## config.mk

```make
export PLATFORM = sky130hd
export DESIGN_NAME = sample_record_framer_zero_gap
export DESIGN_NICKNAME = d
export VERILOG_FILES = /design/src/hw/rtl/srfzg_pkg.sv /design/src/hw/rtl/srfzg_ctrl.sv /design/src/hw/rtl/srfzg_dp.sv /design/src/hw/rtl/sample_record_framer_zero_gap.sv
export SDC_FILE = /design/constraint.sdc
export NUM_CORES = 2
export LEC_CHECK = 0
export ABC_AREA = 1
export BUFFER_PORTS_ARGS = -buffer_cell sky130_fd_sc_hd__clkbuf_2
export CORE_ASPECT_RATIO = 0.8
export CORE_MARGIN = 1
export CORE_UTILIZATION = 55
export DETAILED_ROUTE_END_ITERATION = 7
export PLACE_DENSITY = 0.73
export SETUP_SLACK_MARGIN = 0.1
export SYNTH_ARGS = -nofsm -noshare
export SYNTH_HDL_FRONTEND = slang
export SYNTH_SLANG_ARGS = --single-unit
```

## constraint.sdc

```tcl
create_clock -name clk -period 21.4 [get_ports clk]
set_clock_uncertainty 0.15 [all_clocks]
set_input_delay 2.14 -clock clk [delete_from_list [all_inputs] [get_ports clk]]
set_output_delay 2.14 -clock clk [all_outputs]
set_load 0.005 [all_outputs]
```

## src/hw/rtl/srfzg_pkg.sv

```systemverilog
// Shared types and constants for the sample record framer.
// Holds request and result codes, counter widths and the controller/datapath structs.
// No dependencies.
`default_nettype none

package srfzg_pkg;

    // Largest record, in samples
    localparam int BLOCK_SAMPLES = 512;
    // Stored-sample counter must hold BLOCK_SAMPLES itself
    localparam int CNT_W = $clog2(BLOCK_SAMPLES + 1);
    // Longest zero run that may be released as samples
    localparam logic [5:0] ZERO_RUN_CAP = 6'd48;

    // Request opcodes
    localparam logic [1:0] OP_SAMPLE = 2'd0;
    localparam logic [1:0] OP_MARK   = 2'd1;
    localparam logic [1:0] OP_FLUSH  = 2'd2;
    localparam logic [1:0] OP_STREAM = 2'd3;

    // Result kinds
    localparam logic [1:0] KIND_STORE  = 2'd0;
    localparam logic [1:0] KIND_CLOSE  = 2'd1;
    localparam logic [1:0] KIND_GAP    = 2'd2;
    localparam logic [1:0] KIND_STREAM = 2'd3;

    // Configuration register indexes
    localparam logic CFG_MAX_ZERO_RUN = 1'b0;
    localparam logic CFG_SCALE_FACTOR = 1'b1;

    // Result item that the datapath builds on an emit command
    localparam logic [2:0] ITEM_STORE_V    = 3'd0;
    localparam logic [2:0] ITEM_STORE_ZERO = 3'd1;
    localparam logic [2:0] ITEM_CLOSE      = 3'd2;
    localparam logic [2:0] ITEM_GAP        = 3'd3;
    localparam logic [2:0] ITEM_STREAM     = 3'd4;

    typedef struct packed {
        logic       load_in;    // capture request and start the multiply
        logic       do_sat;     // register the scaled sample
        logic       zero_inc;   // count one held zero
        logic       emit;       // load the output register
        logic [2:0] item;       // which result to build
        logic       last;       // final result of this request
        logic       mark_load;  // take the new timemark header
    } srfzg_cmd_t;

    typedef struct packed {
        logic [1:0] op;
        logic       v_zero;     // scaled sample is zero
        logic       suppress;   // zero-run suppression enabled
        logic       run_over;   // held run exceeds the limit
        logic       run_nz;     // zeros are held
        logic       run_one;    // exactly one zero held
        logic       count_nz;   // open record holds samples
        logic       will_fill;  // next store fills the record
        logic       pending;    // timemark header waiting
        logic       out_free;   // output register can take a result
    } srfzg_stat_t;

endpackage

`default_nettype wire

```

## src/hw/rtl/srfzg_ctrl.sv

```systemverilog
// Sequencer for the sample record framer: decides the order of result items.
// Depends on srfzg_pkg for opcodes, item codes and the command/status structs.
`default_nettype none

module srfzg_ctrl
    import srfzg_pkg::*;
(
    input  wire logic        clk,
    input  wire logic        rst_n,
    input  wire logic        in_valid,
    output logic             in_stall,
    input  wire srfzg_stat_t stat,
    output srfzg_cmd_t       cmd
);

    localparam logic [3:0] S_IDLE        = 4'd0;
    localparam logic [3:0] S_SAT         = 4'd1;
    localparam logic [3:0] S_DECIDE      = 4'd2;
    localparam logic [3:0] S_CLOSE_PRE   = 4'd3;
    localparam logic [3:0] S_GAP         = 4'd4;
    localparam logic [3:0] S_REL         = 4'd5;
    localparam logic [3:0] S_REL_CLOSE   = 4'd6;
    localparam logic [3:0] S_STORE       = 4'd7;
    localparam logic [3:0] S_STORE_CLOSE = 4'd8;
    localparam logic [3:0] S_FLUSH_CLOSE = 4'd9;
    localparam logic [3:0] S_STREAM      = 4'd10;
    localparam logic [3:0] S_DONE        = 4'd11;

    logic [3:0] state_reg;
    logic [3:0] state_next;
    logic       is_sample;

    assign is_sample = (stat.op == OP_SAMPLE);
    assign in_stall  = (state_reg != S_IDLE);

    // Decide the next step and the command for this cycle
    always_comb
    begin
        state_next    = state_reg;
        cmd           = '0;
        cmd.item      = ITEM_STREAM;
        case (state_reg)
            S_IDLE:
            begin
                if (in_valid)
                begin
                    cmd.load_in = 1'b1;
                    state_next  = S_SAT;
                end
            end
            S_SAT:
            begin
                cmd.do_sat = 1'b1;
                state_next = S_DECIDE;
            end
            S_DECIDE:
            begin
                if (is_sample)
                begin
                    if (stat.suppress && stat.v_zero)
                    begin
                        cmd.zero_inc = 1'b1;
                        state_next   = S_IDLE;
                    end
                    else if (stat.suppress && stat.run_over)
                        state_next = (stat.count_nz || stat.pending) ? S_CLOSE_PRE : S_GAP;
                    else if (stat.suppress && stat.run_nz)
                        state_next = S_REL;
                    else
                        state_next = S_STORE;
                end
                else
                begin
                    if (stat.suppress && !stat.run_over && stat.run_nz)
                        state_next = S_REL;
                    else if (stat.count_nz)
                        state_next = S_FLUSH_CLOSE;
                    else if (stat.op == OP_STREAM)
                        state_next = S_STREAM;
                    else
                        state_next = S_DONE;
                end
            end
            S_CLOSE_PRE:
            begin
                cmd.item = ITEM_CLOSE;
                if (stat.out_free)
                begin
                    cmd.emit   = 1'b1;
                    state_next = S_GAP;
                end
            end
            S_GAP:
            begin
                cmd.item = ITEM_GAP;
                if (stat.out_free)
                begin
                    cmd.emit   = 1'b1;
                    state_next = S_STORE;
                end
            end
            S_REL:
            begin
                // a released zero is never the final result
                cmd.item = ITEM_STORE_ZERO;
                if (stat.out_free)
                begin
                    cmd.emit = 1'b1;
                    if (stat.will_fill)
                        state_next = S_REL_CLOSE;
                    else if (!stat.run_one)
                        state_next = S_REL;
                    else
                        state_next = is_sample ? S_STORE : S_FLUSH_CLOSE;
                end
            end
            S_REL_CLOSE:
            begin
                cmd.item = ITEM_CLOSE;
                cmd.last = !stat.run_nz && (stat.op == OP_MARK || stat.op == OP_FLUSH);
                if (stat.out_free)
                begin
                    cmd.emit = 1'b1;
                    if (stat.run_nz)
                        state_next = S_REL;
                    else if (is_sample)
                        state_next = S_STORE;
                    else if (stat.op == OP_STREAM)
                        state_next = S_STREAM;
                    else
                        state_next = S_DONE;
                end
            end
            S_STORE:
            begin
                cmd.item = ITEM_STORE_V;
                cmd.last = !stat.will_fill;
                if (stat.out_free)
                begin
                    cmd.emit   = 1'b1;
                    state_next = stat.will_fill ? S_STORE_CLOSE : S_IDLE;
                end
            end
            S_STORE_CLOSE:
            begin
                cmd.item = ITEM_CLOSE;
                cmd.last = 1'b1;
                if (stat.out_free)
                begin
                    cmd.emit   = 1'b1;
                    state_next = S_IDLE;
                end
            end
            S_FLUSH_CLOSE:
            begin
                cmd.item = ITEM_CLOSE;
                cmd.last = (stat.op != OP_STREAM);
                if (stat.out_free)
                begin
                    cmd.emit   = 1'b1;
                    state_next = (stat.op == OP_STREAM) ? S_STREAM : S_DONE;
                end
            end
            S_STREAM:
            begin
                cmd.item = ITEM_STREAM;
                cmd.last = 1'b1;
                if (stat.out_free)
                begin
                    cmd.emit   = 1'b1;
                    state_next = S_DONE;
                end
            end
            S_DONE:
            begin
                // a timemark takes effect after its flush
                cmd.mark_load = (stat.op == OP_MARK);
                state_next    = S_IDLE;
            end
            default:
            begin
                state_next = S_IDLE;
            end
        endcase
    end

    // Advance the state
    always_ff @(posedge clk or negedge rst_n)
    begin
        if (!rst_n)
            state_reg <= S_IDLE;
        else
            state_reg <= state_next;
    end

endmodule

`default_nettype wire

```

## src/hw/rtl/srfzg_dp.sv

```systemverilog
// Datapath of the sample record framer: config, scaler, record state, output register.
// Depends on srfzg_pkg; driven by srfzg_ctrl through the command struct.
`default_nettype none

module srfzg_dp
    import srfzg_pkg::*;
(
    input  wire logic               clk,
    input  wire logic               rst_n,
    input  wire srfzg_cmd_t         cmd,
    output srfzg_stat_t             stat,
    input  wire logic               cfg_we,
    input  wire logic               cfg_index,
    input  wire logic [31:0]        cfg_data,
    input  wire logic [1:0]         op,
    input  wire logic signed [31:0] sample_value,
    input  wire logic [63:0]        mark_time_in,
    input  wire logic signed [31:0] usec_correction_in,
    input  wire logic [6:0]         quality_in,
    output logic                    out_valid,
    input  wire logic               out_stall,
    output logic [1:0]              kind,
    output logic signed [31:0]      sample_out,
    output logic [31:0]             count_out,
    output logic                    has_time,
    output logic [63:0]             time_out,
    output logic signed [31:0]      correction_out,
    output logic [6:0]              quality_out,
    output logic                    last
);

    // Configuration
    logic [6:0]  max_zero_run_reg;
    logic [31:0] scale_factor_reg;

    // Request capture and scaling
    logic [1:0]  op_reg;
    logic [31:0] raw_reg;
    logic [63:0] time_in_reg;
    logic [31:0] corr_in_reg;
    logic [6:0]  qual_in_reg;
    logic [62:0] prod_reg;
    logic [31:0] v_reg;
    logic [31:0] mag_in;
    logic [62:0] prod_next;
    logic [46:0] quot;
    logic        quot_big;
    logic [31:0] v_scaled;
    logic [31:0] v_next;

    // Record state
    logic [CNT_W-1:0] count_reg;
    logic [31:0]      zero_run_reg;
    logic             pending_reg;
    logic [63:0]      mark_time_reg;
    logic [31:0]      mark_corr_reg;
    logic [6:0]       mark_qual_reg;
    logic [5:0]       limit;
    logic [CNT_W-1:0] count_inc;

    // Output register
    logic        out_valid_reg;
    logic [1:0]  kind_reg;
    logic [31:0] sample_reg;
    logic [31:0] count_out_reg;
    logic        has_time_reg;
    logic [63:0] time_reg;
    logic [31:0] corr_reg;
    logic [6:0]  qual_reg;
    logic        last_reg;

    // Write configuration registers
    always_ff @(posedge clk or negedge rst_n)
    begin
        if (!rst_n)
        begin
            max_zero_run_reg <= 7'h7F;
            scale_factor_reg <= 32'hFFFF_0000;
        end
        else if (cfg_we)
        begin
            if (cfg_index == CFG_MAX_ZERO_RUN)
                max_zero_run_reg <= cfg_data[6:0];
            else
                scale_factor_reg <= cfg_data;
        end
    end

    // Magnitude of the incoming sample and the gain product
    assign mag_in    = sample_value[31] ? (32'd0 - sample_value) : sample_value;
    assign prod_next = {32'd0, scale_factor_reg[30:0]} * {31'd0, mag_in};

    // Truncate toward zero, then saturate to int32
    assign quot     = prod_reg[62:16];
    assign quot_big = |quot[46:31];
    always_comb
    begin
        if (raw_reg[31])
            v_scaled = quot_big ? 32'h8000_0000 : (32'd0 - quot[31:0]);
        else
            v_scaled = quot_big ? 32'h7FFF_FFFF : quot[31:0];
    end
    assign v_next = scale_factor_reg[31] ? raw_reg : v_scaled;

    // Capture the request, multiply, then register the sample
    always_ff @(posedge clk)
    begin
        if (cmd.load_in)
        begin
            op_reg      <= op;
            raw_reg     <= sample_value;
            time_in_reg <= mark_time_in;
            corr_in_reg <= usec_correction_in;
            qual_in_reg <= quality_in;
            prod_reg    <= prod_next;
        end
        if (cmd.do_sat)
            v_reg <= v_next;
    end

    // Zero-run limit, with large settings capped
    assign limit     = (max_zero_run_reg[5:0] > ZERO_RUN_CAP) ? ZERO_RUN_CAP
                                                              : max_zero_run_reg[5:0];
    assign count_inc = count_reg + CNT_W'(1);

    // Update the record state
    always_ff @(posedge clk or negedge rst_n)
    begin
        if (!rst_n)
        begin
            count_reg     <= '0;
            zero_run_reg  <= '0;
            pending_reg   <= 1'b0;
            mark_time_reg <= '0;
            mark_corr_reg <= '0;
            mark_qual_reg <= '0;
        end
        else if (cmd.mark_load)
        begin
            zero_run_reg  <= '0;
            pending_reg   <= 1'b1;
            mark_time_reg <= time_in_reg;
            mark_corr_reg <= corr_in_reg;
            mark_qual_reg <= qual_in_reg;
        end
        else if (cmd.zero_inc)
        begin
            if (zero_run_reg != 32'hFFFF_FFFF)
                zero_run_reg <= zero_run_reg + 32'd1;
        end
        else if (cmd.emit)
        begin
            case (cmd.item)
                ITEM_STORE_V:
                    count_reg <= count_inc;
                ITEM_STORE_ZERO:
                begin
                    count_reg    <= count_inc;
                    zero_run_reg <= zero_run_reg - 32'd1;
                end
                ITEM_CLOSE:
                begin
                    count_reg   <= '0;
                    pending_reg <= 1'b0;
                end
                ITEM_GAP:
                    zero_run_reg <= '0;
                default:
                begin
                end
            endcase
        end
    end

    // Output register valid: drop on take, set on emit
    always_ff @(posedge clk or negedge rst_n)
    begin
        if (!rst_n)
            out_valid_reg <= 1'b0;
        else if (cmd.emit)
            out_valid_reg <= 1'b1;
        else if (!out_stall)
            out_valid_reg <= 1'b0;
    end

    // Build the result item
    always_ff @(posedge clk)
    begin
        if (cmd.emit)
        begin
            last_reg      <= cmd.last;
            sample_reg    <= '0;
            count_out_reg <= '0;
            has_time_reg  <= 1'b0;
            time_reg      <= '0;
            corr_reg      <= '0;
            qual_reg      <= '0;
            case (cmd.item)
                ITEM_STORE_V:
                begin
                    kind_reg      <= KIND_STORE;
                    sample_reg    <= v_reg;
                    count_out_reg <= 32'(count_inc);
                end
                ITEM_STORE_ZERO:
                begin
                    kind_reg      <= KIND_STORE;
                    count_out_reg <= 32'(count_inc);
                end
                ITEM_CLOSE:
                begin
                    kind_reg      <= KIND_CLOSE;
                    count_out_reg <= 32'(count_reg);
                    if (pending_reg)
                    begin
                        has_time_reg <= 1'b1;
                        time_reg     <= mark_time_reg;
                        corr_reg     <= mark_corr_reg;
                        qual_reg     <= mark_qual_reg;
                    end
                end
                ITEM_GAP:
                begin
                    kind_reg      <= KIND_GAP;
                    count_out_reg <= zero_run_reg;
                    corr_reg      <= mark_corr_reg;
                    qual_reg      <= mark_qual_reg;
                end
                default:
                begin
                    kind_reg <= KIND_STREAM;
                end
            endcase
        end
    end

    // Status toward the sequencer
    always_comb
    begin
        stat.op        = op_reg;
        stat.v_zero    = (v_reg == 32'd0);
        stat.suppress  = !max_zero_run_reg[6];
        stat.run_over  = (zero_run_reg > {26'd0, limit});
        stat.run_nz    = (zero_run_reg != 32'd0);
        stat.run_one   = (zero_run_reg == 32'd1);
        stat.count_nz  = (count_reg != '0);
        stat.will_fill = (count_reg >= CNT_W'(BLOCK_SAMPLES - 1));
        stat.pending   = pending_reg;
        stat.out_free  = !out_valid_reg || !out_stall;
    end

    assign out_valid      = out_valid_reg;
    assign kind           = kind_reg;
    assign sample_out     = sample_reg;
    assign count_out      = count_out_reg;
    assign has_time       = has_time_reg;
    assign time_out       = time_reg;
    assign correction_out = corr_reg;
    assign quality_out    = qual_reg;
    assign last           = last_reg;

endmodule

`default_nettype wire

```

## src/hw/rtl/sample_record_framer_zero_gap.sv

```systemverilog
// Top level of the sample record framer: sequencer plus datapath.
// Depends on srfzg_pkg, srfzg_ctrl and srfzg_dp.
`default_nettype none

// Packs signed 32-bit samples into records of up to BLOCK_SAMPLES, with an optional
// Q16.16 gain and zero-run suppression. Every stored sample comes out as a kind 0
// result; record closes, gap items and stream-flush markers follow as the requests
// cause them, and the final result of each request has last set. One request is
// worked at a time: the gain multiply runs in the accepting cycle and saturation in the
// next, then the sequencer decides and emits the results one by one, each while the
// output register is free. Requests other than samples pass through a final done state.
// The next request is accepted while the last result still waits in the output
// register. Configuration is written through cfg_valid/cfg_index/cfg_data; the user
// must write it only while idle, as the block itself does not enforce that.
module sample_record_framer_zero_gap
    import srfzg_pkg::*;
(
    input  wire logic               clk,
    input  wire logic               rst_n,
    input  wire logic               in_valid,
    output logic                    in_stall,
    input  wire logic [1:0]         op,
    input  wire logic signed [31:0] sample_value,
    input  wire logic [63:0]        mark_time_in,
    input  wire logic signed [31:0] usec_correction_in,
    input  wire logic [6:0]         quality_in,
    output logic                    out_valid,
    input  wire logic               out_stall,
    output logic [1:0]              kind,
    output logic signed [31:0]      sample_out,
    output logic [31:0]             count_out,
    output logic                    has_time,
    output logic [63:0]             time_out,
    output logic signed [31:0]      correction_out,
    output logic [6:0]              quality_out,
    output logic                    last,
    input  wire logic               cfg_valid,
    output logic                    cfg_ready,
    input  wire logic               cfg_index,
    input  wire logic [31:0]        cfg_data
);

    srfzg_cmd_t  cmd;
    srfzg_stat_t stat;

    // Configuration writes are taken at any time
    assign cfg_ready = 1'b1;

    srfzg_ctrl u_ctrl
    (
        .clk      (clk),
        .rst_n    (rst_n),
        .in_valid (in_valid),
        .in_stall (in_stall),
        .stat     (stat),
        .cmd      (cmd)
    );

    srfzg_dp u_dp
    (
        .clk                (clk),
        .rst_n              (rst_n),
        .cmd                (cmd),
        .stat               (stat),
        .cfg_we             (cfg_valid && cfg_ready),
        .cfg_index          (cfg_index),
        .cfg_data           (cfg_data),
        .op                 (op),
        .sample_value       (sample_value),
        .mark_time_in       (mark_time_in),
        .usec_correction_in (usec_correction_in),
        .quality_in         (quality_in),
        .out_valid          (out_valid),
        .out_stall          (out_stall),
        .kind               (kind),
        .sample_out         (sample_out),
        .count_out          (count_out),
        .has_time           (has_time),
        .time_out           (time_out),
        .correction_out     (correction_out),
        .quality_out        (quality_out),
        .last               (last)
    );

`ifndef NO_ASSERTIONS
    // One request at a time: an accepted request holds off the next one
    assert property (@(posedge clk) disable iff (!rst_n)
        in_valid && !in_stall |=> in_stall)
        else $error("request accepted while another is in progress");

    // Stored-sample counts stay within one record
    assert property (@(posedge clk) disable iff (!rst_n)
        out_valid && kind == KIND_STORE |->
            count_out != 32'd0 && count_out <= 32'(BLOCK_SAMPLES))
        else $error("stored sample count out of range");

    // A gap is always followed by the sample that ended it
    assert property (@(posedge clk) disable iff (!rst_n)
        out_valid && kind == KIND_GAP |-> !last)
        else $error("gap item marked as final result");

    // The stream flush marker ends its request
    assert property (@(posedge clk) disable iff (!rst_n)
        out_valid && kind == KIND_STREAM |-> last)
        else $error("stream flush item not marked final");
`endif

endmodule

`default_nettype wire

```

==> results.md <==
- I/O pin cnt: between 300 and 400
- Setup-failing EPs final: 0
- Syn nets: between 7,000 and 8,000
- Setup_tns: 0 ps
- Maximum fanout along the worst path: 32
- Final std cells w/o fill: around 8,300
- Top Metal Used: met5
- Final Hold Fails: 0
- Initial antenna violation count: 4
- Hold Path Sink: u_dp.mark_time_reg[16]
- R2r setup slk: between 10,000 and 15,000 ps
- Initial DRC Count: between 5,000 and 6,000
- Synthesis-stage register bit count: ~580
- Hold path startpoint: u_dp.time_in_reg[16]
- WL met2: 80,400 microns
- Max-cap violations: 0
- Most common cell in the netlist: inv_1
- YS warnings: 0
- Metal1 wirelength: 74,300 microns
- Total setup buffers inserted after CTS: 0
- Number of synthesized flops with an enable pin: slightly below 400
- Mapped cell area: about 58,000 sq um
- Reg2reg end: u_dp.prod_reg[34]
- Worst-skew pair later-pin latency: 710 ps
- Slew HR: 9.60%
- Rows: about 110
- WS Path Type: in2reg
- Hold WS: roughly 300 ps
- Buf+Inv Stages, Crit Path: 8
- Share of layout cells above drive strength 1: roughly 9.0%
- Max Clock Freq: between 0.08 and 0.09 GHz
- Status: completed
- Core Area: about 100,000 sq um
- Main flop type after synthesis: edfxtp_1
- Syn Area/Cell: 8.68 sq um
- Met3 Routed Length: approximately 26,000 microns
- Routed via count: around 47,000
- CP dominant cell by count: fa_1
- First-pass GRT wire length: about 280,000 microns
- CTS Sinks: 577
- HP Class: reg2reg
- Delay-heaviest family, CP: adder cells
- Initial DRT Pass Iterations: 7
- Die Width: between 300 and 400 microns
- Worst path max stage delay: around 760 ps
- Worst setup EP type: register
- Max-slew violations: 0
- Syn Inst Count: between 6,000 and 7,000
- Worst Path Arrival: approximately 12,000 ps
- P&R area growth vs syn: 8.82%
- Filler Cell Count: 9,108
- Final ANT Viol Nets: 0
- Maximum root-to-sink buffer count: 3
- CP max-delay cell: clkinv_1
- Total CTS buffers: 60
- Post_cts resized: 0
- WP data required: 21,710 ps
- Global route total overflow: 0
- Critical path launch point type: input pin
- Final layout net count: 8,194
- Worst-Margin Slew: ~1400 ps
- Final period util: 54.6%
- Sequential area share after synthesis: 28.4%
- Hold-fix buffers at CTS: 0
- Final HPWL DP: ~150,000 microns
- GRT Overall Usage: a little over a third
- Post-synth top cells: 1,370 x inv_1, 1,332 x nand2_1, 939 x nor2_1
- Share of the synthesized area in the top cell type: around 30%
- Reg2Reg Depth: 21
- CTS root buf: clkbuf_16
- Crit path depth: 33
- CTS clk-pin slew, worst paths: 60 ps
- Drt via density: approximately 5.6
- Asr flop ratio synth: approximately 33%
- CTS tree: done
- Gp weighted congestion: 1.02
- Count of cell types in the netlist: 53
- Drt wl/cell: around 23 microns
- R2r startpoint: u_dp.scale_factor_reg[13]
- Die ar.: approximately 110,000 sq um
- RSZ-0062 raised after global routing: false
- # H-tree levels: 2
- Initial Utilization: between 50% and 60%
- Port Buffers: ~350
- Hold Crit Depth: 2
- Top post-synthesis cells by area: fa_1 30%, edfxtp_1 20%, inv_1 8.9%
- Die height: between 200 and 300 microns
- Final Critical Period: 11,680 ps
- Largest net degree at the start of global routing: ~120
- # DRC: 0
- Synth area leader: fa_1
- Placed insts: 8,226
- Vias in the first global route: between 40,000 and 50,000
- Routed WL: around 190,000 microns
## metrics by stage
| stage | util (%) | worst slack (ps) | area, sq um |
|---|---|---|---|
| 2_1_floorplan | - | 10760 | 57800 |
| 3_3_place_gp | 58.3 | 9360 | 60800 |
| 3_5_place_dp | 58.3 | 9380 | 60800 |
| 4_1_cts | 60.3 | 10090 | 62900 |
| 5_1_grt | 60.3 | 9490 | 62900 |
| 6_report | 60.3 | 9720 | 62900 |
## area by class of cell
class / instances / area, sq um / share of cell area, %
Antenna cell: 2 / 5.00 / 0.00795
Clock buffer: 77 / 1660 / 2.63
Clock inverter: 37 / 467 / 0.741
Inverter: 1403 / 5280 / 8.38
Multi-Input combinational cell: 4422 / 35100 / 55.7
Sequential cell: 577 / 16400 / 26.1
Tap cell: 1404 / 1760 / 2.79
Timing Repair Buffer: 420 / 2290 / 3.65
## layout by cell type (no fill, tap or decap), types with 8 or more instances in the layout
| cell type | count |
|---|---|
| inv_1 | 1369 |
| nand2_1 | 1331 |
| nor2_1 | 937 |
| fa_1 | 865 |
| edfxtp_1 | 387 |
| clkbuf_2 | 346 |
| ha_1 | 270 |
| o21ai_0 | 241 |
| nand3_1 | 204 |
| a21oi_1 | 178 |
| dfrtp_1 | 167 |
| buf_4 | 73 |
| nor3_1 | 62 |
| clkbuf_16 | 61 |
| xor2_1 | 60 |
| nand4_1 | 51 |
| clkinv_1 | 27 |
| o21ai_1 | 24 |
| a31oi_1 | 23 |
| dfstp_2 | 23 |
| nor2_2 | 22 |
| inv_2 | 15 |
| nor4_1 | 15 |
| a21o_1 | 15 |
| o21bai_1 | 14 |
| nand2_2 | 13 |
| or2_2 | 11 |
| xnor2_1 | 10 |
| o22ai_1 | 10 |
| o221ai_1 | 9 |
| clkbuf_1 | 9 |
| bufinv_16 | 9 |
| nor2_4 | 8 |
## per-layer routing
metal	track usage [%]	up-vias
met5	0	-
li1	-	20600
met4	14.9	4
met2	52.0	2919
met1	50.3	23000
met3	11.5	582
## worst max-delay path by stage
stage                          startpoint                  end  slack [ps]
after floorplan                  in_valid  u_dp.corr_in_reg[0]       10760
after global placement    sample_value[0]    u_dp.prod_reg[34]        9360
after detailed placement  sample_value[0]    u_dp.prod_reg[34]        9380
after CTS                 sample_value[0]    u_dp.prod_reg[34]       10090
after global routing      sample_value[0]    u_dp.prod_reg[34]        9490
final                     sample_value[0]    u_dp.prod_reg[34]        9720
## cell families (layout without fill, tap and decap cells)
family | count (synthesis) | count (layout) | synth area share, %
buffers and inverters | 1663 | 1937 | 11.0
and+or+nand+nor | 2676 | 2676 | 18.7
xor gates and xnor gates | 70 | 70 | 1.06
adders and majority gates | 1135 | 1135 | 35.8
DFF | 577 | 577 | 28.4
AOI/OAI and AO/OA | 540 | 540 | 5.06
other | 1 | 3 | 0.00648
## tightest hold or removal path: cells and delay by family, from the launching register on
family / cells / cell delay [ps]
flip-flops: 1 / 320
AO/OA/AOI/OAI: 1 / 50
AND/OR/NAND/NOR: 1 / 40
Power is not shown: default switching activity piles up to over one toggle a cycle in this logic, so the estimate is an artifact.
